### config.mk
export PLATFORM = sky130hd
export DESIGN_NAME = radio_packet_tx_rx_sequencer_unit
export DESIGN_NICKNAME = d
export VERILOG_FILES = /design/src/sv/rpts_pkg.sv /design/src/sv/rpts_step.sv /design/src/sv/radio_packet_tx_rx_sequencer_unit.sv
export SDC_FILE = /design/constraint.sdc
export NUM_CORES = 1
export LEC_CHECK = 0
export BUFFER_PORTS_ARGS = -buffer_cell sky130_fd_sc_hd__buf_2
export CORE_UTILIZATION = 60
export CTS_CLUSTER_SIZE = 12
export DETAILED_ROUTE_END_ITERATION = 12
export GPL_TIMING_DRIVEN = 0
export HOLD_SLACK_MARGIN = 0.15
export PLACE_DENSITY = 0.76
export SYNTH_ARGS = -nofsm -noshare
export SYNTH_HDL_FRONTEND = slang
export SYNTH_HIERARCHICAL = 1
export SYNTH_SLANG_ARGS = --single-unit
### constraint.sdc
create_clock -name clk -period 3.25 [get_ports clk]
set_input_delay 0.325 -clock clk [delete_from_list [all_inputs] [get_ports clk]]
set_output_delay 0.325 -clock clk [all_outputs]
set_load 0.01 [all_outputs]
### src/sv/rpts_pkg.sv
// Shared types, constants and the register setting tables of the radio sequencer.
package rpts_pkg;

    localparam int PAYLOAD_MAX = 16;
    localparam int PAY_AW      = $clog2(PAYLOAD_MAX);

    localparam logic [4:0] LENGTH_RESET = 5'd10;

    // input function codes
    localparam logic [1:0] FUNC_POLL   = 2'd0;
    localparam logic [1:0] FUNC_LOAD   = 2'd1;
    localparam logic [1:0] FUNC_TX_REQ = 2'd2;
    localparam logic [1:0] FUNC_RX_REQ = 2'd3;

    // transmit steps
    localparam logic [2:0] TX_STEP_START = 3'd0;
    localparam logic [2:0] TX_STEP_SETUP = 3'd1;
    localparam logic [2:0] TX_STEP_FILL  = 3'd2;
    localparam logic [2:0] TX_STEP_GO    = 3'd3;
    localparam logic [2:0] TX_STEP_POLL  = 3'd4;
    localparam logic [2:0] TX_STEP_WAIT  = 3'd5;
    localparam logic [2:0] TX_STEP_DONE  = 3'd6;

    // receive steps
    localparam logic [2:0] RX_STEP_START = 3'd0;
    localparam logic [2:0] RX_STEP_SETUP = 3'd1;
    localparam logic [2:0] RX_STEP_POLL  = 3'd2;
    localparam logic [2:0] RX_STEP_WAIT  = 3'd3;
    localparam logic [2:0] RX_STEP_READ  = 3'd4;
    localparam logic [2:0] RX_STEP_STORE = 3'd5;
    localparam logic [2:0] RX_STEP_DONE  = 3'd6;

    // radio register bytes
    localparam logic [7:0] REG_IRQ_FLAGS = 8'h12;
    localparam logic [7:0] REG_FIFO_WR   = 8'h80;
    localparam logic [7:0] REG_FIFO_RD   = 8'h00;
    localparam logic [7:0] OPMODE_WR     = 8'h81;
    localparam logic [7:0] OPMODE_TX     = 8'h83;
    localparam logic [7:0] DUMMY_BYTE    = 8'h00;
    localparam int         IRQ_TX_BIT    = 3;
    localparam int         IRQ_RX_BIT    = 6;

    localparam logic [4:0] TX_SETUP_BYTES = 5'd8;
    localparam logic [4:0] RX_SETUP_BYTES = 5'd10;

    localparam logic [1:0] ANT_NONE = 2'd0;
    localparam logic [1:0] ANT_TX   = 2'd1;
    localparam logic [1:0] ANT_RX   = 2'd2;

    typedef struct packed {
        logic [2:0] tx_step;
        logic [2:0] rx_step;
        logic       tx_pending;
        logic       rx_pending;
        logic [4:0] remaining_count;
        logic [4:0] table_position;
        logic [7:0] held_addr_byte;
        logic [7:0] held_data_byte;
        logic [1:0] antenna_state;
    } seq_state_t;

    typedef struct packed {
        logic       spi_start;
        logic [7:0] spi_addr_byte;
        logic [7:0] spi_data_byte;
        logic       rx_byte_valid;
        logic [7:0] rx_byte;
        logic [3:0] rx_byte_index;
        logic       tx_done;
        logic       rx_done;
        logic       led_toggle;
        logic [1:0] antenna;
        logic       tx_busy;
        logic       rx_busy;
    } seq_result_t;

    // Setting pair {addr, data}; a pair index past the table uses the last pair.
    function automatic logic [15:0] setting_pair(input logic is_rx, input logic [3:0] pair_idx);
        logic [2:0]  p;
        logic [15:0] pair;
        if (is_rx)
            p = (pair_idx >= 4'd5) ? 3'd4 : pair_idx[2:0];
        else
            p = (pair_idx >= 4'd4) ? 3'd3 : pair_idx[2:0];
        case (p)
            3'd0:    pair = 16'h8181;
            3'd1:    pair = 16'h8d00;
            3'd2:    pair = is_rx ? 16'ha500 : 16'h8e00;
            3'd3:    pair = 16'h92ff;
            default: pair = 16'h8185;
        endcase
        return pair;
    endfunction

endpackage

### src/sv/rpts_step.sv
// Next-state and result logic for one sequencer transaction.
module rpts_step (
    input  rpts_pkg::seq_state_t  st,
    input  logic [1:0]            func,
    input  logic                  spi_busy,
    input  logic [7:0]            spi_read_byte,
    input  logic [7:0]            pay_rd_byte,
    input  logic [4:0]            payload_length,
    output rpts_pkg::seq_state_t  nxt,
    output rpts_pkg::seq_result_t res
);
    import rpts_pkg::*;

    logic [4:0]  eff_len;
    logic [15:0] pair;
    logic [4:0]  rem_less2;
    logic [4:0]  rem_less1;

    always_comb
    begin
        if (payload_length == 5'd0)
            eff_len = 5'd1;
        else if (payload_length > 5'(PAYLOAD_MAX))
            eff_len = 5'(PAYLOAD_MAX);
        else
            eff_len = payload_length;
    end

    assign pair      = setting_pair(!st.tx_pending, st.table_position[4:1]);
    assign rem_less2 = (st.remaining_count > 5'd2) ? st.remaining_count - 5'd2 : 5'd0;
    assign rem_less1 = (st.remaining_count > 5'd1) ? st.remaining_count - 5'd1 : 5'd0;

    always_comb
    begin
        nxt = st;
        res = '0;
        unique case (func)
            FUNC_LOAD:
            begin
                // payload memory write is done in the top level
            end
            FUNC_TX_REQ:
            begin
                nxt.tx_pending = 1'b1;
                nxt.tx_step    = TX_STEP_START;
            end
            FUNC_RX_REQ:
            begin
                nxt.rx_pending = 1'b1;
                nxt.rx_step    = RX_STEP_START;
            end
            default:
            begin
                if (!spi_busy && st.tx_pending)
                begin
                    unique case (st.tx_step)
                        TX_STEP_START:
                        begin
                            res.led_toggle      = 1'b1;
                            nxt.antenna_state   = ANT_TX;
                            nxt.remaining_count = TX_SETUP_BYTES;
                            nxt.table_position  = '0;
                            nxt.tx_step         = TX_STEP_SETUP;
                        end
                        TX_STEP_SETUP:
                        begin
                            res.spi_start       = 1'b1;
                            res.spi_addr_byte   = pair[15:8];
                            res.spi_data_byte   = pair[7:0];
                            nxt.held_addr_byte  = pair[15:8];
                            nxt.held_data_byte  = pair[7:0];
                            nxt.table_position  = st.table_position + 5'd2;
                            nxt.remaining_count = rem_less2;
                            if (rem_less2 == 5'd0)
                            begin
                                nxt.remaining_count = eff_len;
                                nxt.table_position  = '0;
                                nxt.held_addr_byte  = REG_FIFO_WR;
                                nxt.tx_step         = TX_STEP_FILL;
                            end
                        end
                        TX_STEP_FILL:
                        begin
                            res.spi_start       = 1'b1;
                            res.spi_addr_byte   = st.held_addr_byte;
                            res.spi_data_byte   = pay_rd_byte;
                            nxt.held_data_byte  = pay_rd_byte;
                            nxt.table_position  = st.table_position + 5'd1;
                            nxt.remaining_count = rem_less1;
                            if (rem_less1 == 5'd0)
                                nxt.tx_step = TX_STEP_GO;
                        end
                        TX_STEP_GO:
                        begin
                            res.spi_start      = 1'b1;
                            res.spi_addr_byte  = OPMODE_WR;
                            res.spi_data_byte  = OPMODE_TX;
                            nxt.held_addr_byte = OPMODE_WR;
                            nxt.held_data_byte = OPMODE_TX;
                            nxt.tx_step        = TX_STEP_POLL;
                        end
                        TX_STEP_POLL:
                        begin
                            res.spi_start      = 1'b1;
                            res.spi_addr_byte  = REG_IRQ_FLAGS;
                            res.spi_data_byte  = DUMMY_BYTE;
                            nxt.held_addr_byte = REG_IRQ_FLAGS;
                            nxt.held_data_byte = DUMMY_BYTE;
                            nxt.tx_step        = TX_STEP_WAIT;
                        end
                        TX_STEP_WAIT:
                        begin
                            if (!spi_read_byte[IRQ_TX_BIT])
                                nxt.tx_step = TX_STEP_POLL;
                            else
                            begin
                                res.tx_done    = 1'b1;
                                nxt.tx_pending = 1'b0;
                                nxt.tx_step    = TX_STEP_DONE;
                            end
                        end
                        default:
                        begin
                        end
                    endcase
                end
                else if (!spi_busy && st.rx_pending)
                begin
                    unique case (st.rx_step)
                        RX_STEP_START:
                        begin
                            res.led_toggle      = 1'b1;
                            nxt.antenna_state   = ANT_RX;
                            nxt.remaining_count = RX_SETUP_BYTES;
                            nxt.table_position  = '0;
                            nxt.rx_step         = RX_STEP_SETUP;
                        end
                        RX_STEP_SETUP:
                        begin
                            res.spi_start       = 1'b1;
                            res.spi_addr_byte   = pair[15:8];
                            res.spi_data_byte   = pair[7:0];
                            nxt.held_addr_byte  = pair[15:8];
                            nxt.held_data_byte  = pair[7:0];
                            nxt.table_position  = st.table_position + 5'd2;
                            nxt.remaining_count = rem_less2;
                            if (rem_less2 == 5'd0)
                                nxt.rx_step = RX_STEP_POLL;
                        end
                        RX_STEP_POLL:
                        begin
                            res.spi_start      = 1'b1;
                            res.spi_addr_byte  = REG_IRQ_FLAGS;
                            res.spi_data_byte  = DUMMY_BYTE;
                            nxt.held_addr_byte = REG_IRQ_FLAGS;
                            nxt.held_data_byte = DUMMY_BYTE;
                            nxt.rx_step        = RX_STEP_WAIT;
                        end
                        RX_STEP_WAIT:
                        begin
                            if (!spi_read_byte[IRQ_RX_BIT])
                                nxt.rx_step = RX_STEP_POLL;
                            else
                            begin
                                nxt.remaining_count = eff_len;
                                nxt.table_position  = '0;
                                nxt.held_addr_byte  = REG_FIFO_RD;
                                nxt.rx_step         = RX_STEP_READ;
                            end
                        end
                        RX_STEP_READ:
                        begin
                            // reuses whatever data byte was last sent as the dummy
                            res.spi_start     = 1'b1;
                            res.spi_addr_byte = st.held_addr_byte;
                            res.spi_data_byte = st.held_data_byte;
                            nxt.rx_step       = RX_STEP_STORE;
                        end
                        RX_STEP_STORE:
                        begin
                            res.rx_byte_valid   = 1'b1;
                            res.rx_byte         = spi_read_byte;
                            res.rx_byte_index   = st.table_position[3:0];
                            nxt.table_position  = st.table_position + 5'd1;
                            nxt.remaining_count = rem_less1;
                            if (rem_less1 == 5'd0)
                            begin
                                res.rx_done    = 1'b1;
                                nxt.rx_pending = 1'b0;
                                nxt.rx_step    = RX_STEP_DONE;
                            end
                            else
                                nxt.rx_step = RX_STEP_READ;
                        end
                        default:
                        begin
                        end
                    endcase
                end
            end
        endcase
        res.antenna = nxt.antenna_state;
        res.tx_busy = nxt.tx_pending;
        res.rx_busy = nxt.rx_pending;
    end

endmodule

### src/sv/radio_packet_tx_rx_sequencer_unit.sv
// Top level of the packet radio transmit/receive sequencer.
//
//  channel   handshake              payload
//  ------    ---------------------  ------------------------------------------------
//  input     in_valid / in_ready    func, spi_busy, spi_read_byte, payload_index/byte
//  output    out_valid / out_ready  spi_*, rx_byte*, tx/rx_done, led_toggle, antenna,
//                                   tx_busy, rx_busy
//  config    cfg_we                 cfg_wdata (payload_length)
//
// In every transaction the sequencer state and the payload store update at the accepting
// edge and the result lands in the output register.
// A new transaction is taken each cycle while the output register is empty or drained.
// Reset clears the step counters, pending flags and counters; payload_length resets to 10.
// The payload store has no reset. A stalled output holds the input off.
module radio_packet_tx_rx_sequencer_unit (
    input  logic       clk,
    input  logic       rst_n,
    input  logic       in_valid,
    output logic       in_ready,
    input  logic [1:0] func,
    input  logic       spi_busy,
    input  logic [7:0] spi_read_byte,
    input  logic [3:0] payload_index,
    input  logic [7:0] payload_byte,
    output logic       out_valid,
    input  logic       out_ready,
    output logic       spi_start,
    output logic [7:0] spi_addr_byte,
    output logic [7:0] spi_data_byte,
    output logic       rx_byte_valid,
    output logic [7:0] rx_byte,
    output logic [3:0] rx_byte_index,
    output logic       tx_done,
    output logic       rx_done,
    output logic       led_toggle,
    output logic [1:0] antenna,
    output logic       tx_busy,
    output logic       rx_busy,
    input  logic       cfg_we,
    input  logic [4:0] cfg_wdata
);
    import rpts_pkg::*;

    seq_state_t  st_reg;
    seq_state_t  st_next;
    seq_result_t res_next;
    seq_result_t out_reg;
    logic        out_valid_reg;
    logic [4:0]  length_reg;
    logic [7:0]  pay_mem [PAYLOAD_MAX];
    logic [7:0]  pay_rd_byte;
    logic        in_accept;

    assign in_ready    = !out_valid_reg || out_ready;
    assign in_accept   = in_valid && in_ready;
    assign pay_rd_byte = pay_mem[st_reg.table_position[PAY_AW-1:0]];

    rpts_step u_step (
        .st             (st_reg),
        .func           (func),
        .spi_busy       (spi_busy),
        .spi_read_byte  (spi_read_byte),
        .pay_rd_byte    (pay_rd_byte),
        .payload_length (length_reg),
        .nxt            (st_next),
        .res            (res_next)
    );

    always_ff @(posedge clk or negedge rst_n)
    begin
        if (!rst_n)
            length_reg <= LENGTH_RESET;
        else if (cfg_we)
            length_reg <= cfg_wdata;
    end

    always_ff @(posedge clk or negedge rst_n)
    begin
        if (!rst_n)
        begin
            st_reg        <= '0;
            out_valid_reg <= 1'b0;
        end
        else
        begin
            if (in_accept)
                st_reg <= st_next;
            if (in_accept)
                out_valid_reg <= 1'b1;
            else if (out_ready)
                out_valid_reg <= 1'b0;
        end
    end

    always_ff @(posedge clk)
    begin
        if (in_accept)
            out_reg <= res_next;
    end

    always_ff @(posedge clk)
    begin
        if (in_accept && func == FUNC_LOAD)
            pay_mem[payload_index[PAY_AW-1:0]] <= payload_byte;
    end

    assign out_valid     = out_valid_reg;
    assign spi_start     = out_reg.spi_start;
    assign spi_addr_byte = out_reg.spi_addr_byte;
    assign spi_data_byte = out_reg.spi_data_byte;
    assign rx_byte_valid = out_reg.rx_byte_valid;
    assign rx_byte       = out_reg.rx_byte;
    assign rx_byte_index = out_reg.rx_byte_index;
    assign tx_done       = out_reg.tx_done;
    assign rx_done       = out_reg.rx_done;
    assign led_toggle    = out_reg.led_toggle;
    assign antenna       = out_reg.antenna;
    assign tx_busy       = out_reg.tx_busy;
    assign rx_busy       = out_reg.rx_busy;

    // a load transaction never issues a register access
    a_load_quiet: assert property (@(posedge clk) disable iff (!rst_n)
        in_accept && func == FUNC_LOAD |=> out_valid_reg && !out_reg.spi_start)
        else $error("load transaction issued a register access");

    // busy flags in the result track the pending state the transaction left behind
    a_busy_track: assert property (@(posedge clk) disable iff (!rst_n)
        in_accept |=> out_reg.tx_busy == st_reg.tx_pending && out_reg.rx_busy == st_reg.rx_pending)
        else $error("busy flags out of step with pending state");

    // a delivered receive byte and a register access never share a result
    a_rx_no_access: assert property (@(posedge clk) disable iff (!rst_n)
        out_valid_reg && out_reg.rx_byte_valid |-> !out_reg.spi_start && !out_reg.tx_done)
        else $error("receive byte delivered together with an access");

    // step counters never leave their defined range
    a_step_range: assert property (@(posedge clk) disable iff (!rst_n)
        st_reg.tx_step <= TX_STEP_DONE && st_reg.rx_step <= RX_STEP_DONE)
        else $error("step counter out of range");

    // a transmit request restarts the transmit task
    a_tx_restart: assert property (@(posedge clk) disable iff (!rst_n)
        in_accept && func == FUNC_TX_REQ |=> st_reg.tx_pending && st_reg.tx_step == TX_STEP_START)
        else $error("transmit request did not restart the task");

endmodule

==> metrics.log, run 1 <==
[metrics] Reg-to-Reg End: st_reg[33]$_DFFE_PN0P_
[metrics] Clk Tree Root Cell: sky130_fd_sc_hd__clkbuf_16
[metrics] Clk pin slew, worst setup/hold paths: 60 ps
[metrics] Worst VDD drop: 523 uV
[metrics] design internal power: 5.15 mW
[metrics] launch instance of the worst register-to-register path: st_reg[23]$_DFFE_PN0P_
[metrics] kind of cell adding the most delay to the critical path: compound AO/OA/AOI/OAI gates
[metrics] kind of critical path: flip-flop to flip-flop
[metrics] global-route wire length before repair: 42.8 mm
[metrics] Yosys warning count: 6
[metrics] count of buffering cells on the critical path with inverters included: 2
[metrics] antenna diode instance count: 0
[metrics] hold violation count in the final report: 0
[metrics] worst slack at placement: 102 ps
[metrics] cell row count: 48
[metrics] total via count after detailed routing: 7847
[metrics] fin crit share: 92.1%
[metrics] total global routing track utilization: 31.7%
[metrics] Period minus WS final: 2990 ps
[metrics] number of max-cap violations: 0
[metrics] Register Area: 0.00601 mm2
[metrics] count of H-tree levels built during CTS: 1
[metrics] clk sink count: 207
[metrics] horizontal die dimension: 135 um
[metrics] synthesized net count: 875
[metrics] number of flip-flops in the largest register: 128
[metrics] maximum cell stage delay along the critical path: 520 ps
[metrics] post-detailed-route DRC marker count: 0
[metrics] hold depth: 1
[metrics] floorplan core area: 0.0172 mm2
[metrics] type of element capturing the critical path: flip-flop
[metrics] Cell Area, Synth: 0.0106 mm2
[metrics] ordered cell list for the critical path: clkbuf_1, inv_1, ha_1, xnor2_1, and3_1, o21ai_0, o21ai_0, a21oi_1, o21ai_0, mux2_2
[metrics] number of failing setup endpoints in the final timing report: 0
[metrics] sequential fraction of the synthesis area: 56.9%
[metrics] total power density per cell area: 615 mW/mm2
[metrics] R2R setup slack: 260 ps
[metrics] pin count of the biggest net entering global routing: 43
[metrics] count of boundary I/O pins: 72
[metrics] number of global-route vias before repair: 7617
[metrics] Post-Synthesis Cells: 831
[metrics] number of port buffers: 70
[metrics] buffer levels on the longest clock path: 3
[metrics] highest clock frequency the design can meet: 0.334 GHz
[metrics] Slew Limit Headroom: 9.61%
[metrics] data required time of the worst path: 3640 ps
[metrics] switching share of total power: 31.1%
[metrics] clock latency reported for the late side of the worst-skew pair: 520 ps
[metrics] Avg Cell Area, Syn: 12.7 um2
[metrics] CTS tree: built
[metrics] result of the run: finished, final reports clean
[metrics] Routed Antenna Nets: 0
[metrics] sum of internal, switching and leakage power: 7.47 mW
[metrics] number of distinct library cells after synthesis: 87
[metrics] initial DRC count: 708
[metrics] Async SR Flop Fraction: 20.3%
[metrics] starting density of the core: 61.2%
[metrics] vertical die dimension: 135 um
[metrics] fraction of layout cells with a size suffix above 1: 24.2%
[metrics] cell seen most often among critical-path stages: sky130_fd_sc_hd__o21ai_0
[metrics] area of the die: 0.0181 mm2
[metrics] Fill cells: 1220
[metrics] Worst Hold End: pay_mem[4][2]$_DFFE_PP_
[metrics] Inserted Clock Buffers: 22
[metrics] router iterations before antenna repair: 6
[metrics] Routed WL: 28.0 mm
[metrics] P_sw: 2.32 mW
[metrics] number of enable-type register cells in the synthesized netlist: 165
[metrics] count of cells along the worst register-to-register path: 10
[metrics] routability congestion estimate: 1.02
[metrics] via count normalized by instance count: 6.59
[metrics] Worst Max-Slew Pin Slew: 1350 ps
[metrics] sequential cell fraction of total power: 42.3%
[metrics] Critical Path AT: 3390 ps
[metrics] post-detail-place hpwl: 19.2 mm
[metrics] global-route congestion overflow total: 0
[metrics] instance area at placement: 0.0112 mm2
[metrics] highest net fanout along the worst path: 10
[metrics] Worst setup SP type: flip-flop
[metrics] commonest register cell after synthesis: sky130_fd_sc_hd__edfxtp_1
[metrics] Max Slew Vio Count: 0
[metrics] leakage: 4.39 nW
[metrics] Crit-path slowest cell: sky130_fd_sc_hd__o21ai_0
[metrics] growth of design area from synthesis to finish: 15.1%
[metrics] RSZ-0062 raised after global routing: false
[metrics] area of combinational cells with multiple inputs: 0.00418 mm2
[metrics] Min-Delay Startpoint: payload_byte[2]
[metrics] initial antenna violation count: 0
[metrics] Net count, final: 993
[metrics] power share of the combinational group: 25.7%
[metrics] final std cell area, no fill: 0.0121 mm2
[metrics] final worst clock skew: 13.9 ps
[metrics] part of the total power dissipated in the clock network: 32.0%
[metrics] worst-case setup margin in the final layout: 257 ps
[metrics] average routed wire per standard cell: 23.5 um
[metrics] worst hold-check path type: input pin to flip-flop
[metrics] Sum Neg Setup Slack: 0 ps
[metrics] number of flip-flops and latches in the synthesized netlist: 207
worst reg2reg max path, delay by kind of cell, from the launching register on:
family / cells / cell delay (ps)
compound gates: 4 / 970
simple gates: 1 / 200
buf+inv: 2 / 580
flops: 1 / 410
mux: 1 / 300
xor+xnor: 1 / 160
fa+ha+maj: 1 / 250
metrics by stage:
stage	cells	hold slack, ps	utilization (%)
final	1190	193	70.5
after global routing	1190	195	70.5
after CTS	1189	177	70.4
after detailed placement	1130	494	65.2
after global placement	1126	488	64.9
after floorplan	831	29.4	-
cell usage in the layout, fill, tap and decap left out, types with 6 or more instances in the layout:
cell,netlist,routed
sky130_fd_sc_hd__nor2_1,38,38
sky130_fd_sc_hd__clkbuf_16,0,22
sky130_fd_sc_hd__ha_1,11,11
sky130_fd_sc_hd__nor2b_1,7,7
sky130_fd_sc_hd__nor3_1,29,25
sky130_fd_sc_hd__nor3_2,2,6
sky130_fd_sc_hd__a31oi_1,15,15
sky130_fd_sc_hd__buf_4,5,9
sky130_fd_sc_hd__inv_1,20,19
sky130_fd_sc_hd__nand4_1,6,6
sky130_fd_sc_hd__mux4_1,11,11
sky130_fd_sc_hd__o21ai_1,9,9
sky130_fd_sc_hd__dfrtp_1,40,40
sky130_fd_sc_hd__clkbuf_1,17,27
sky130_fd_sc_hd__o22ai_1,6,6
sky130_fd_sc_hd__o21a_1,6,6
sky130_fd_sc_hd__nand2_1,61,61
sky130_fd_sc_hd__a22oi_1,20,20
sky130_fd_sc_hd__buf_6,6,6
sky130_fd_sc_hd__o21ai_0,45,45
sky130_fd_sc_hd__edfxtp_1,165,165
sky130_fd_sc_hd__nand3_1,13,13
sky130_fd_sc_hd__and2_1,12,12
sky130_fd_sc_hd__mux2_2,38,38
sky130_fd_sc_hd__dlygate4sd3_1,0,19
sky130_fd_sc_hd__a211oi_1,7,7
sky130_fd_sc_hd__a21oi_1,59,59
sky130_fd_sc_hd__mux4_2,21,21
sky130_fd_sc_hd__xnor2_1,6,6
sky130_fd_sc_hd__nand2b_1,15,15
sky130_fd_sc_hd__buf_2,22,93
power groups by stage:
stage               Clock (mW)  Combinational [mW]  Sequential, mW
floorplan                    0                1.29            3.19
global placement             0                1.81            3.20
detailed placement           0                1.83            3.20
CTS                       2.42                1.87            3.15
global route              2.49                2.05            3.18
finish                    2.39                1.92            3.16
final cells by class:
cell class                      count  area share, %
Sequential cell                   207           49.5
Multi-Input combinational cell    545           34.4
Clock buffer                       34           5.07
Timing Repair Buffer               94           4.74
Buffer                             58           2.70
Tap cell                          225           2.32
Clock inverter                      6          0.659
Inverter                           21          0.649
kinds of logic (layout without fill, tap and decap cells):
| group | count (synthesis) | count (layout) | share of synthesized area [%] |
|---|---|---|---|
| xor gates and xnor gates | 8 | 8 | 0.664 |
| buffers and inverters | 79 | 213 | 3.85 |
| AOI/OAI and AO/OA | 231 | 231 | 14.6 |
| adders and majority gates | 11 | 11 | 1.30 |
| DFF | 207 | 207 | 56.9 |
| muxes | 76 | 76 | 11.9 |
| and+or+nand+nor | 219 | 219 | 10.7 |
how the worst max path moves through the flow:
stage	from	end	slack (ps)	cells after the start
after floorplan	st_reg[24]$_DFFE_PN0P_	st_reg[26]$_DFFE_PN0P_	750	10
after global placement	func[0]	pay_mem[0][4]$_DFFE_PP_	70	4
after detailed placement	func[1]	st_reg[26]$_DFFE_PN0P_	100	11
after CTS	st_reg[19]$_DFFE_PN0P_	st_reg[3]$_DFFE_PN0P_	280	11
after global routing	st_reg[23]$_DFFE_PN0P_	st_reg[33]$_DFFE_PN0P_	50	10
final	st_reg[23]$_DFFE_PN0P_	st_reg[33]$_DFFE_PN0P_	260	10
cells in the mapped netlist (all sizes together), types with 3 or more instances:
| cell type | number | area share (%) |
|---|---|---|
| o22ai | 6 | 0.36 |
| a211oi | 8 | 0.62 |
| o31ai | 4 | 0.42 |
| mux2 | 42 | 4.5 |
| and2 | 12 | 0.71 |
| buf | 36 | 2.1 |
| inv | 20 | 0.71 |
| clkbuf | 20 | 0.77 |
| dfrtp | 40 | 9.5 |
| a221o | 3 | 0.28 |
| o211ai | 5 | 0.36 |
| a21oi | 60 | 2.9 |
| a22oi | 20 | 1.4 |
| nand4 | 6 | 0.36 |
| and3 | 3 | 0.18 |
| nor3 | 31 | 1.6 |
| nor2b | 7 | 0.42 |
| mux4 | 32 | 7.2 |
| nor3b | 8 | 0.71 |
| a31oi | 15 | 0.89 |
| a2111oi | 3 | 0.25 |
| nand3 | 13 | 0.62 |
| a22o | 4 | 0.33 |
| o311ai | 3 | 0.25 |
| nor2 | 40 | 1.5 |
| nand2 | 62 | 2.2 |
| nor4 | 8 | 0.47 |
| o21ai | 57 | 2.9 |
| edfxtp | 165 | 47 |
| ha | 11 | 1.3 |
| o22a | 3 | 0.25 |
| o2111ai | 5 | 0.42 |
| nand2b | 15 | 0.89 |
| a221oi | 4 | 0.45 |
| a21o | 5 | 0.36 |
| xnor2 | 6 | 0.50 |
| o21a | 7 | 0.51 |
| or2 | 3 | 0.18 |
| a21boi | 4 | 0.28 |
routing by layer:
metal / global-route usage [%] / part of all wire [%]
met2: 53.1 / 48
met3: 5.11 / 7.9
met1: 41.1 / 39
met4: 14.0 / 4.8
met5: 0 / 0
repair_timing:
item | in CTS | in global routing
resized for setup | 0 | 0
hold endpoints to repair | 53 | 0
hold buffers | 19 | 0
endpoints found under the setup margin | 0 | 0
buffers inserted | 0 | 0
Power figures use the tool's default switching activity.
==> run 2, diff against run 1 <==
==> constraint.sdc (replaced) <==
create_clock -name clk -period 3.51 [get_ports clk]
set_input_delay 0.351 -clock clk [delete_from_list [all_inputs] [get_ports clk]]
set_output_delay 0.351 -clock clk [all_outputs]
set_load 0.01 [all_outputs]
==> run 2 against run 1 <==
Compared with the run above: non-clock buffer count fell by 5; power fell by 7.6%; critical path depth did not move; die area did not move; cell area fell by 0.41%; sequential power fell by 7.6%.
==> metrics.log, run 2 (synthesized netlist as in run 1, its figures left out) <==
[metrics] result of the run: finished, final reports clean (unchanged)
[metrics] area of the die: 0.0181 mm2 (unchanged)
[metrics] Final Non-Filler Cells: 1185 (was 1190)
[metrics] growth of design area from synthesis to finish: 14.7% (was 15.1%)
[metrics] post-detail-place hpwl: 19.2 mm (unchanged)
[metrics] Sum Neg Setup Slack: 0 ps (unchanged)
[metrics] final worst clock skew: 11.1 ps (was 13.9 ps)
[metrics] number of failing setup endpoints in the final timing report: 0 (unchanged)
[metrics] number of port buffers: 70 (unchanged)
[metrics] horizontal die dimension: 135 um (unchanged)
[metrics] initial DRC count: 736 (was 708)
[metrics] Worst VDD drop: 483 uV (was 523 uV)
[metrics] starting density of the core: 61.2% (unchanged)
[metrics] count of buffering cells on the critical path with inverters included: 2 (unchanged)
[metrics] fin crit share: 86.8% (was 92.1%)
[metrics] RSZ-0062 raised after global routing: false (unchanged)
[metrics] Net count, final: 988 (was 993)
[metrics] antenna diode instance count: 0 (unchanged)
[metrics] Crit-path slowest cell: sky130_fd_sc_hd__o21ai_0 (unchanged)
[metrics] Clk Tree Root Cell: sky130_fd_sc_hd__clkbuf_16 (unchanged)
[metrics] total via count after detailed routing: 7848 (was 7847)
[metrics] global-route congestion overflow total: 0 (unchanged)
[metrics] number of max-cap violations: 0 (unchanged)
[metrics] buffer levels on the longest clock path: 3 (unchanged)
[metrics] worst hold-check path type: input pin to flip-flop (unchanged)
[metrics] Period minus WS final: 3050 ps (was 2990 ps)
[metrics] maximum cell stage delay along the critical path: 510 ps (was 520 ps)
[metrics] Detail Route met2 WL: 13.5 mm (about the same)
[metrics] clock latency reported for the late side of the worst-skew pair: 520 ps (about the same)
[metrics] post-detailed-route DRC marker count: 0 (unchanged)
[metrics] router iterations before antenna repair: 7 (was 6)
[metrics] hold violation count in the final report: 0 (unchanged)
[metrics] CTS tree: built (unchanged)
[metrics] top routing layer in use: met4 (unchanged)
[metrics] routability congestion estimate: 1.02 (unchanged)
[metrics] floorplan core area: 0.0172 mm2 (unchanged)
[metrics] Routed WL: 27.7 mm (was 28.0 mm)
[metrics] cell seen most often among critical-path stages: sky130_fd_sc_hd__o21ai_0 (unchanged)
[metrics] average routed wire per standard cell: 23.4 um (was 23.5 um)
[metrics] clk sink count: 207 (unchanged)
[metrics] Slew Limit Headroom: 11.2% (was 9.61%)
[metrics] Clk pin slew, worst setup/hold paths: 60 ps (about the same)
[metrics] global-route wire length before repair: 42.5 mm (was 42.8 mm)
[metrics] via count normalized by instance count: 6.62 (was 6.59)
[metrics] total power density per cell area: 570 mW/mm2 (was 615 mW/mm2)
[metrics] pin count of the biggest net entering global routing: 43 (unchanged)
[metrics] kind of critical path: flip-flop to flip-flop (unchanged)
[metrics] fraction of layout cells with a size suffix above 1: 24.4% (was 24.2%)
[metrics] cell row count: 48 (unchanged)
[metrics] Routed Antenna Nets: 0 (unchanged)
[metrics] worst hold margin: 167 ps (was 193 ps)
[metrics] Worst setup SP type: flip-flop (unchanged)
[metrics] total global routing track utilization: 31.5% (was 31.7%)
[metrics] type of element capturing the critical path: flip-flop (unchanged)
[metrics] number of flip-flops in the largest register: 128 (unchanged)
[metrics] highest clock frequency the design can meet: 0.328 GHz (was 0.334 GHz)
[metrics] kind of cell adding the most delay to the critical path: compound AO/OA/AOI/OAI gates (unchanged)
[metrics] leakage: 4.36 nW (was 4.39 nW)
[metrics] Worst Max-Slew Pin Slew: 1320 ps (was 1350 ps)
[metrics] most frequent cells in the layout: 165 x sky130_fd_sc_hd__edfxtp_1, 93 x sky130_fd_sc_hd__buf_2, 61 x sky130_fd_sc_hd__nand2_1, 59 x sky130_fd_sc_hd__a21oi_1, 45 x sky130_fd_sc_hd__o21ai_0 (unchanged)
[metrics] ordered cell list for the critical path: clkbuf_1, inv_1, ha_1, xnor2_1, and3_1, o21ai_0, o21ai_0, a21oi_1, o21ai_0, mux2_2 (unchanged)
[metrics] count of boundary I/O pins: 72 (unchanged)
[metrics] Inserted Clock Buffers: 22 (unchanged)
[metrics] most common cell after layout, fill and taps aside: sky130_fd_sc_hd__edfxtp_1 (unchanged)
[metrics] highest net fanout along the worst path: 10 (unchanged)
[metrics] vertical die dimension: 135 um (unchanged)
[metrics] Critical Path AT: 3440 ps (was 3390 ps)
[metrics] count of H-tree levels built during CTS: 1 (unchanged)
[metrics] placed cell count: 1130 (unchanged)
[metrics] metal1 wirelength: 10.8 mm (was 10.9 mm)
[metrics] initial antenna violation count: 0 (unchanged)
[metrics] data required time of the worst path: 3910 ps (was 3640 ps)
[metrics] met3 layer wire length in the routed design: 2.24 mm (was 2.20 mm)
[metrics] number of global-route vias before repair: 7577 (was 7617)
[metrics] Max Slew Vio Count: 0 (unchanged)
-- run 2: cell types whose count changed in the layout (fill, tap and decap cells not counted) --
| cell | previous run | this run |
|---|---|---|
| sky130_fd_sc_hd__dlygate4sd3_1 | 19 | 14 |
-- run 2: power by group --
| group | internal [mW] | switching (mW) | total, mW |
|---|---|---|---|
| combinational | 0.666 | 1.10 | 1.77 |
| sequential | 2.80 | 0.119 | 2.92 |
| clock | 1.29 | 0.921 | 2.21 |
| total | 4.76 | 2.14 | 6.90 |
-- run 2: worst paths after layout --
| check | start | slack [ps] | cells after the start | end |
|---|---|---|---|---|
| min in group asynchronous | rst_n | 530 | 2 | st_reg[25]$_DFFE_PN0P_ |
| max | st_reg[23]$_DFFE_PN0P_ | 460 | 10 | st_reg[33]$_DFFE_PN0P_ |
| min | cfg_we | 170 | 2 | length_reg[3]$_DFFE_PN1P_ |
| max in group asynchronous | rst_n | 2290 | 2 | length_reg[0]$_DFFE_PN0P_ |
| max reg2reg | st_reg[23]$_DFFE_PN0P_ | 460 | 10 | st_reg[33]$_DFFE_PN0P_ |
| min reg2reg | st_reg[0]$_DFFE_PN0P_ | 500 | 1 | st_reg[0]$_DFFE_PN0P_ |
-- run 2: repair_timing --
item,4_1_cts,5_1_grt
hold buffers,14,0
hold endpoints to repair,53,0
buffers inserted,0,0
gates resized for setup,0,0
-- run 2: cell type report --
class	count	area, um2
Sequential cell	207	6010
Fill cell	1222	5140
Multi-Input combinational cell	545	4180
Clock buffer	34	616
Timing Repair Buffer	89	526
Buffer	58	328
Tap cell	225	282
Clock inverter	6	80.1
Inverter	21	78.8
-- run 2: metal layers --
metal / up-vias / GRT usage [%]
met2: 462 / 52.6
met5: - / 0
li1: 3457 / -
met3: 105 / 5.11
met1: 3824 / 40.9
met4: 0 / 14.2
-- run 2: stage by stage --
| stage | total power, mW | area (um2) | setup slack [ps] | utilization (%) |
|---|---|---|---|---|
| 2_1_floorplan | 4.14 | 10600 | 1010 | - |
| 3_3_place_gp | 4.63 | 11200 | 303 | 64.9 |
| 3_5_place_dp | 4.66 | 11200 | 336 | 65.2 |
| 4_1_cts | 6.88 | 12100 | 539 | 70.1 |
| 5_1_grt | 7.14 | 12100 | 320 | 70.2 |
| 6_report | 6.90 | 12100 | 464 | 70.2 |
==> run 3, diff against run 2 <==
--- a/config.mk
+++ b/config.mk
@@ -6,7 +6,9 @@
 export NUM_CORES = 1
 export LEC_CHECK = 0
 export BUFFER_PORTS_ARGS = -buffer_cell sky130_fd_sc_hd__buf_2
+export CORE_MARGIN = 4
 export CORE_UTILIZATION = 60
+export CTS_CLUSTER_DIAMETER = 120
 export CTS_CLUSTER_SIZE = 12
 export DETAILED_ROUTE_END_ITERATION = 12
 export GPL_TIMING_DRIVEN = 0
==> run 3 against run 2 <==
Compared with the run above: combinational power is essentially flat; clock skew shrank 1.0 ps; wire length grew 3.7%; critical path depth grew 1; flip-flop and latch count is the same; cell area shrank 0.78%; clock power shrank 9%; setup slack lost 80 ps; via count grew 1.0%; largest power group unchanged.
==> metrics.log, run 3 (synthesized netlist as in run 1, its figures left out) <==
[metrics] Critical Path AT: 3510 ps (was 3440 ps)
[metrics] design internal power: 4.60 mW (was 4.76 mW)
[metrics] total global routing track utilization: 28.8% (was 31.5%)
[metrics] Period minus WS final: 3130 ps (was 3050 ps)
[metrics] kind of critical path: flip-flop to flip-flop (unchanged)
[metrics] number of flip-flops in the largest register: 128 (unchanged)
[metrics] RSZ-0062 raised after global routing: false (unchanged)
[metrics] worst hold-check path type: input pin to flip-flop (unchanged)
[metrics] fin crit share: 89.1% (was 86.8%)
[metrics] R2R setup slack: 380 ps (was 460 ps)
[metrics] average routed wire per standard cell: 24.3 um (was 23.4 um)
[metrics] pin count of the biggest net entering global routing: 43 (unchanged)
[metrics] post-detail-place hpwl: 19.6 mm (was 19.2 mm)
[metrics] antenna diode instance count: 0 (unchanged)
[metrics] number of port buffers: 70 (unchanged)
[metrics] Routed Antenna Nets: 0 (unchanged)
[metrics] vertical die dimension: 141 um (was 135 um)
[metrics] growth of design area from synthesis to finish: 13.8% (was 14.7%)
[metrics] hold violation count in the final report: 0 (unchanged)
[metrics] Sum Neg Setup Slack: 0 ps (unchanged)
[metrics] leakage: 4.32 nW (was 4.36 nW)
[metrics] horizontal die dimension: 141 um (was 135 um)
[metrics] Worst VDD drop: 582 uV (was 483 uV)
[metrics] count of H-tree levels built during CTS: 1 (unchanged)
[metrics] Reg-to-Reg End: st_reg[3]$_DFFE_PN0P_ (was st_reg[33]$_DFFE_PN0P_)
[metrics] worst hold margin: 183 ps (was 167 ps)
[metrics] Max Slew Vio Count: 0 (unchanged)
[metrics] area of combinational cells with multiple inputs: 0.00417 mm2 (was 0.00418 mm2)
[metrics] clock latency reported for the late side of the worst-skew pair: 500 ps (was 520 ps)
[metrics] global-route congestion overflow total: 0 (unchanged)
[metrics] global-route wire length before repair: 44.1 mm (was 42.5 mm)
[metrics] P_sw: 2.11 mW (was 2.14 mW)
[metrics] Worst Hold End: length_reg[3]$_DFFE_PN1P_ (unchanged)
[metrics] data required time of the worst path: 3890 ps (was 3910 ps)
[metrics] Slew Limit Headroom: 9.44% (was 11.2%)
[metrics] buffers inserted by post-CTS timing repair: 0 (unchanged)
[metrics] most common cell after layout, fill and taps aside: sky130_fd_sc_hd__edfxtp_1 (unchanged)
[metrics] post-detailed-route DRC marker count: 0 (unchanged)
[metrics] Clk Tree Root Cell: sky130_fd_sc_hd__clkbuf_16 (unchanged)
[metrics] initial DRC count: 896 (was 736)
[metrics] switching share of total power: 31.4% (was 31.1%)
[metrics] Final Util: 69.6% (was 70.2%)
[metrics] Routed WL: 28.8 mm (was 27.7 mm)
[metrics] CTS tree: built (unchanged)
[metrics] starting density of the core: 61.2% (unchanged)
[metrics] Register Area: 0.00601 mm2 (unchanged)
[metrics] Inserted Clock Buffers: 21 (was 22)
[metrics] count of boundary I/O pins: 72 (unchanged)
[metrics] Net count, final: 987 (was 988)
[metrics] Fill cells: 1237 (was 1222)
[metrics] number of failing setup endpoints in the final timing report: 0 (unchanged)
[metrics] Worst Max-Slew Pin Slew: 1350 ps (was 1320 ps)
[metrics] type of element capturing the critical path: flip-flop (unchanged)
[metrics] count of cells along the worst register-to-register path: 11 (was 10)
[metrics] total power density per cell area: 559 mW/mm2 (was 570 mW/mm2)
[metrics] cell row count: 48 (unchanged)
[metrics] clk sink count: 207 (unchanged)
[metrics] area of the die: 0.0198 mm2 (was 0.0181 mm2)
[metrics] number of global-route vias before repair: 7660 (was 7577)
[metrics] hold depth: 2 (unchanged)
[metrics] initial antenna violation count: 0 (unchanged)
[metrics] fraction of layout cells with a size suffix above 1: 23.5% (was 24.4%)
[metrics] most frequent cells in the layout: 165 x sky130_fd_sc_hd__edfxtp_1, 92 x sky130_fd_sc_hd__buf_2, 61 x sky130_fd_sc_hd__nand2_1, 59 x sky130_fd_sc_hd__a21oi_1, 45 x sky130_fd_sc_hd__o21ai_0 (was 165 x sky130_fd_sc_hd__edfxtp_1, 93 x sky130_fd_sc_hd__buf_2, 61 x sky130_fd_sc_hd__nand2_1, 59 x sky130_fd_sc_hd__a21oi_1, 45 x sky130_fd_sc_hd__o21ai_0)
[metrics] via count normalized by instance count: 6.70 (was 6.62)
[metrics] result of the run: finished, final reports clean (unchanged)
[metrics] highest net fanout along the worst path: 10 (unchanged)
[metrics] routability congestion estimate: 1.00 (was 1.02)
[metrics] buffer levels on the longest clock path: 3 (unchanged)
[metrics] Worst setup SP type: flip-flop (unchanged)
[metrics] number of max-cap violations: 0 (unchanged)
[metrics] launch instance of the worst register-to-register path: st_reg[19]$_DFFE_PN0P_ (was st_reg[23]$_DFFE_PN0P_)
[metrics] sequential cell fraction of total power: 43.5% (was 42.3%)
[metrics] worst slack at placement: 327 ps (was 336 ps)
[metrics] Clk pin slew, worst setup/hold paths: 70 ps (was 60 ps)
[metrics] Min-Delay Startpoint: cfg_we (unchanged)
[metrics] power share of the combinational group: 26.4% (was 25.6%)
[metrics] post-CTS sizing: 0 (unchanged)
[metrics] highest clock frequency the design can meet: 0.320 GHz (was 0.328 GHz)
[metrics] worst-case setup margin in the final layout: 384 ps (was 464 ps)
[metrics] part of the total power dissipated in the clock network: 30.1% (was 32.0%)
[metrics] total via count after detailed routing: 7927 (was 7848)
[metrics] sum of internal, switching and leakage power: 6.71 mW (was 6.90 mW)
[metrics] router iterations before antenna repair: 7 (unchanged)
[metrics] final worst clock skew: 10.1 ps (was 11.1 ps)
[metrics] floorplan core area: 0.0172 mm2 (unchanged)
[run 3: routing by layer]
metal / wire length (um) / track usage (%) / up-vias / part of all wire (%)
met5: 0 / 0 / - / 0
met4: 1390 / 11.2 / 0 / 4.8
met3: 2380 / 5.56 / 104 / 8.3
met2: 14100 / 48.8 / 470 / 49
met1: 10900 / 37.0 / 3889 / 38
li1: - / - / 3464 / -
[run 3: worst max path at each step]
stage | startpoint | slack [ps] | endpoint
4_1_cts | st_reg[19]$_DFFE_PN0P_ | 430 | st_reg[3]$_DFFE_PN0P_
6_report | st_reg[19]$_DFFE_PN0P_ | 380 | st_reg[3]$_DFFE_PN0P_
2_1_floorplan | st_reg[24]$_DFFE_PN0P_ | 1010 | st_reg[26]$_DFFE_PN0P_
3_5_place_dp | func[1] | 330 | st_reg[25]$_DFFE_PN0P_
5_1_grt | st_reg[19]$_DFFE_PN0P_ | 240 | st_reg[3]$_DFFE_PN0P_
3_3_place_gp | func[0] | 290 | pay_mem[0][4]$_DFFE_PP_
[run 3: repair_timing]
| action | CTS | global route |
|---|---|---|
| hold buffers | 14 | 0 |
| endpoints found under the hold margin | 53 | 0 |
| endpoints found under the setup margin | 0 | 0 |
[run 3: power by group through the flow]
| stage | logic (mW) | registers [mW] | clock network [mW] |
|---|---|---|---|
| finish | 1.77 | 2.92 | 2.02 |
| global route | 1.90 | 2.94 | 2.16 |
| CTS | 1.72 | 2.92 | 2.05 |
| detailed placement | 1.69 | 2.97 | 0 |
| global placement | 1.68 | 2.96 | 0 |
| floorplan | 1.19 | 2.95 | 0 |
[run 3: cell type report]
class	instances	share of cell area (%)
sequential	207	50.1
multi-input combinational	545	34.7
clock buffer	36	4.85
timing repair buffer	89	4.50
buffer	58	2.73
tap	225	2.35
inverter	21	0.657
clock inverter	2	0.167
[run 3: through the flow]
step	cell area (um2)	instances
final	12000	1183
after floorplan	10600	831
after global routing	12000	1183
after global placement	11200	1126
after detailed placement	11200	1130
after CTS	12000	1182
[run 3: worst max-delay path, stage by stage, from the launching register on]
cell,delay (ps)
sky130_fd_sc_hd__dfrtp_1,400
sky130_fd_sc_hd__clkbuf_2,200
sky130_fd_sc_hd__clkbuf_1,550
sky130_fd_sc_hd__mux4_2,430
sky130_fd_sc_hd__a22oi_1,300
sky130_fd_sc_hd__nand2_1,160
sky130_fd_sc_hd__o21ai_0,190
sky130_fd_sc_hd__o21a_1,170
sky130_fd_sc_hd__o21ai_1,100
sky130_fd_sc_hd__a21oi_1,190
sky130_fd_sc_hd__nor3_2,50
sky130_fd_sc_hd__mux2_2,260
